`src/rtl/core/tts_pkg.sv`:
```
// Package for the tridiagonal solver: constants, status codes, command and
// status structs. No dependencies.
`default_nettype none
package tts_pkg;
  localparam int unsigned MaxRowsDefault  = 64;
  localparam int unsigned FracBitsDefault = 16;

  typedef enum logic [1:0] {
    STATUS_OK   = 2'd0,
    STATUS_ZP   = 2'd1,
    STATUS_OV   = 2'd2,
    STATUS_RSVD = 2'd3
  } status_e;

  // datapath operations launched by the controller
  typedef enum logic [2:0] {
    OP_NONE    = 3'd0,
    OP_LOAD    = 3'd1,  // latch row word
    OP_RATIO   = 3'd2,  // g = prev_super / pivot
    OP_PIVOT   = 3'd3,  // pivot = b - a*g
    OP_RHS     = 3'd4,  // t = r - a*p[i-1]
    OP_PART    = 3'd5,  // p[i] = t / pivot
    OP_BACK    = 3'd6,  // x = p[k] - g[k+1]*x
    OP_CLEAR   = 3'd7   // end of system
  } op_e;

  typedef struct packed {
    op_e  op;
    logic start;    // pulse: begin op
  } tts_cmd_t;

  typedef struct packed {
    logic done;     // pulse: op finished
    logic is_first; // row index zero
    logic is_final; // row ends the system
    logic k_zero;   // back-substitution index at row zero
  } tts_sts_t;
endpackage
`default_nettype wire

```
`src/rtl/core/tts_ctrl.sv`:
```
// Controller FSM sequencing elimination, back substitution and handshakes.
// Depends on tts_pkg.
`default_nettype none
module tts_ctrl (
  input  wire logic              clk_i,
  input  wire logic              rst_ni,
  input  wire logic              in_valid_i,
  output logic                   in_ready_o,
  output logic                   out_valid_o,
  input  wire logic              out_ready_i,
  output tts_pkg::tts_cmd_t      cmd_o,
  input  wire tts_pkg::tts_sts_t sts_i
);
  import tts_pkg::*;
  typedef enum logic [7:0] {
    S_IDLE  = 8'b0000_0001,
    S_LOAD  = 8'b0000_0010,
    S_RATIO = 8'b0000_0100,
    S_PIVOT = 8'b0000_1000,
    S_RHS   = 8'b0001_0000,
    S_PART  = 8'b0010_0000,
    S_BACK  = 8'b0100_0000,
    S_OUT   = 8'b1000_0000
  } state_e;

  state_e state_q, state_d;
  logic   go_q, go_d;   // start pulse for state's op
  logic   fin_q, fin_d;

  always_comb begin
    state_d = state_q; go_d = 1'b0; fin_d = fin_q;
    in_ready_o = 1'b0; out_valid_o = 1'b0;
    cmd_o.op = OP_NONE; cmd_o.start = go_q;
    unique case (state_q)
      S_IDLE: begin
        in_ready_o = 1'b1; cmd_o.op = OP_LOAD;
        cmd_o.start = in_valid_i;
        if (in_valid_i) state_d = S_LOAD;
      end
      S_LOAD: begin
        cmd_o.op = OP_LOAD; cmd_o.start = 1'b0;
        go_d = 1'b1;
        state_d = sts_i.is_first ? S_PART : S_RATIO;
      end
      S_RATIO: begin
        cmd_o.op = OP_RATIO;
        if (sts_i.done) begin go_d = 1'b1; state_d = S_PIVOT; end
      end
      S_PIVOT: begin
        cmd_o.op = OP_PIVOT;
        if (sts_i.done) begin go_d = 1'b1; state_d = S_RHS; end
      end
      S_RHS: begin
        cmd_o.op = OP_RHS;
        if (sts_i.done) begin go_d = 1'b1; state_d = S_PART; end
      end
      S_PART: begin
        cmd_o.op = OP_PART;
        if (sts_i.done) begin
          if (sts_i.is_final) begin go_d = 1'b1; state_d = S_BACK; end
          else state_d = S_IDLE;
        end
      end
      S_BACK: begin
        cmd_o.op = OP_BACK;
        if (sts_i.done) begin
          fin_d = sts_i.k_zero;
          state_d = S_OUT;
        end
      end
      S_OUT: begin
        cmd_o.op = OP_NONE; out_valid_o = 1'b1;
        if (out_ready_i) begin
          go_d = 1'b1;
          state_d = S_BACK;
          if (fin_q) begin cmd_o.op = OP_CLEAR; cmd_o.start = 1'b1; state_d = S_IDLE;
            go_d = 1'b0; end
        end
      end
      default: state_d = S_IDLE;
    endcase
  end

  always_ff @(posedge clk_i or negedge rst_ni) begin
    if (!rst_ni) begin
      state_q <= S_IDLE; go_q <= 1'b0; fin_q <= 1'b0;
    end else begin
      state_q <= state_d; go_q <= go_d; fin_q <= fin_d;
    end
  end
endmodule
`default_nettype wire

```
`config.mk`:
```
export PLATFORM = sky130hd
export DESIGN_NAME = tts_ctrl
export DESIGN_NICKNAME = d
export VERILOG_FILES = /design/src/rtl/core/tts_pkg.sv /design/src/rtl/core/tts_ctrl.sv
export SDC_FILE = /design/constraint.sdc
export NUM_CORES = 1
export LEC_CHECK = 0
export BUFFER_PORTS_ARGS = -buffer_cell sky130_fd_sc_hd__buf_2
export CORE_MARGIN = 3
export CORE_UTILIZATION = 40
export CTS_CLUSTER_SIZE = 30
export DETAILED_ROUTE_END_ITERATION = 6
export GPL_TIMING_DRIVEN = 0
export MAX_ROUTING_LAYER = met4
export PLACE_DENSITY = 0.63
export SYNTH_ARGS = -nofsm -noshare
export SYNTH_HDL_FRONTEND = slang
export SYNTH_SLANG_ARGS = --single-unit
```
`constraint.sdc`:
```
create_clock -name clk_i -period 3 [get_ports clk_i]
set_input_delay 0.6 -clock clk_i [delete_from_list [all_inputs] [get_ports clk_i]]
set_output_delay 0.6 -clock clk_i [all_outputs]
set_load 0.03 [all_outputs]
```
==> flow_summary.yaml <==
cts:
  numCtsBuffers: 3
  insertion_delay_ns: 0.27
  cts_sinks: 10
  path_clk_slew_ns: 0.07
  htreeDepth: 1
  clockRootBuffer: "clkbuf_4"
  hold_buffers: 0
  tritoncts: "built"
  cts_buffer_depth: 2
die:
  rows: 14
  die_height_um: 48.7
  start_util_pct: 45.2
  die_area_mm2: 0.00237
  fp.coreArea_mm2: 0.00161
  fp.dieW_um: 48.7
  pin_count: 14
yosys:
  synth_nets: 91
  avgSynthCellArea_um2: 8.77
  ys_types: 39
  seq_area_frac_synth_pct: 34.5
  netlist_instances: 83
  synth-seq-cells: 10
  yosysWarnings: 0
  synth_area_leader_cell: "dfrtp_1"
  syn_area_um2: 728
  synth_top_area_share_pct: 30.9
  synth_area_leaders: "dfrtp_1, nor2b_1, o21ai_1"
finish:
  final_core_util_pct: 53.2
  n_fill_cell: 158
  drive_gt1_share_pct: 26.3
  final_nets: 108
  final_cells: 123
  area_delta_synth_final_pct: 17.7
  stdcell_area_um2: 857
  diodes: 0
global_routing:
  overflow: 0
  grt_pass1_wl_mm: 2.92
  grt_max_degree: 11
  grt_pass1_vias: 647
  antenna_found_initial: 0
  grtUsageTotal_pct: 15.9
critical_path:
  critPathCaptureType: "output port"
  critPathLaunchType: "register"
  crit_path_max_fanout: 7
  crit_arrival_ns: 2.15
  cp.required_ns: 2.40
  criticalPathCategory: "reg2out"
pwr:
  p_per_area_mw_per_mm2: 762
  ir_worst_vdd_mv: 0.407
  power.total_mw: 0.653
  switching_share_pct: 47.5
  p_leak_nw: 0.417
  seqPwrFrac_pct: 30.3
  switchingPower_mw: 0.310
  p_int_mw: 0.343
  p_comb_share_pct: 54.9
  p_clk_share_pct: 14.9
sta:
  setup_slack_ns: 0.248
  setup_viol: 0
  rsz0062_at_grt: "false"
  relSlewSlack_pct: 61.6
  slew_violations: 0
  timing_worst_slew_pin_value_ns: 0.571
  holdWs_ns: 0.184
  fmax_mhz: 363
  tns_ns: 0
  finalHoldViolCount: 0
  finClkSkew_ns: 0.00846
  period_needed_ns: 2.75
  finalCritPeriodShare_pct: 91.7
place:
  place.gp.congestion: 0.872
  dp_slack_ns: 0.454
  dp_cells: 119
  io_buffers: 12
  place_hpwl_mm: 1.29
  placed_cell_area_um2: 818
route:
  num_vias: 726
  route.detailed.drc: 0
  drt_first_pass_iters: 4
  postRouteAntennaNets: 0
  wl_met1_um: 805
  drt-total-wl_mm: 1.75
  avgRoutedWirePerCell_um: 14.2
  routed.top_layer: "met4"
  drtIter0Drc: 38
  route.met2.wl_um: 761
  wl_met3_um: 153
  viasPerCell: 5.90
hold_path:
  hold_path_class: "in2async"
outcome:
  status: "complete, no violations"
job:
  drv_cap: 0
[Yosys cell counts]
cell type  count
mux2i_1        1
nor3_2         2
nor4_1         1
buf_2          1
and3_1         3
dfstp_2        1
a221o_1        1
nand3_1        4
dfrtp_1        9
o32ai_1        1
o21bai_1       1
o221ai_2       1
nor2b_1        6
nor3_1         2
nand2b_1       2
or4_4          2
or3_1          1
nand4_1        1
clkbuf_1       1
o21ai_1        7
a21oi_1        2
o21ai_0        2
inv_1          4
a221oi_2       1
nand3b_1       2
nand2_1        9
o311ai_1       1
and4b_1        1
a21bo_2        1
mux2_1         2
nor2_1         2
o21ai_2        1
a32oi_1        1
a31oi_1        1
and2_1         1
o211a_1        1
or4_1          1
nor4b_1        1
o31ai_1        1
[power by group through the flow]
stage	Sequential [mW]	Clock [mW]	Combinational, mW
finish	0.198	0.0971	0.358
global route	0.203	0.111	0.397
CTS	0.194	0.102	0.347
detailed placement	0.197	0	0.346
global placement	0.196	0	0.345
floorplan	0.189	0	0.269
[worst paths after layout]
kind / start / end / slack (ns) / depth (start not counted)
worst max-delay path: state_q[5] / cmd_o[1] / 0.25 / 5
worst min-delay path: rst_ni / state_q[2] / 0.18 / 1
worst max register to register: state_q[3] / state_q[5] / 0.92 / 5
worst min register to register: fin_q / go_q / 0.58 / 1
max in group asynchronous: rst_ni / state_q[0] / 2.55 / 1
min in group clk_i: sts_i[2] / state_q[2] / 0.52 / 2
[per-layer routing]
metal	up-vias	track usage, %
met4	0	2.84
met3	8	5.21
met1	332	21.5
met2	39	23.3
met5	-	-
li1	347	-
[cells in the final DEF, fill, tap and decap left out, drive strengths merged, types with 3 or more instances in the layout]
master,netlist,routed
or4,3,3
nor3,4,4
and3,3,3
o21ai,10,10
dfrtp,9,9
clkbuf,1,5
nand2,9,9
buf,1,13
inv,4,4
nor2b,6,6
nand3,4,4
[critical path, stage by stage (launching register included)]
cell	delay, ns
dfrtp_1	0.47
or4_1	0.60
nor3_1	0.36
a21oi_1	0.15
nand3_1	0.10
buf_2	0.20
[layout make-up]
class	instances	area [um^2]	share of cell area (%)
tap	24	30.0	3.50
buffer	2	8.76	1.02
timing repair buffer	12	60.1	7.01
sequential	10	251	29.3
multi-input combinational	67	465	54.3
clock buffer	4	26.3	3.07
inverter	4	15.0	1.75
[cell families (layout without fill, tap and decap cells)]
logic type | count (synthesis) | count (layout) | synth area share (%)
compound gates | 23 | 23 | 23.5
mux | 3 | 3 | 4.47
simple gates | 41 | 41 | 34.2
buf+inv | 6 | 22 | 3.26
flops | 10 | 10 | 34.5
[state kept, by name, indices dropped and copies added (netlist names)]
name	count
state_q	8
go_q	1
fin_q	1
[timing repair]
action                     in CTS  in global routing
resized for setup               0                  2
setup buffers                   0                  0
setup endpoints to repair       0                  2
(Power assumes the default switching activity.)
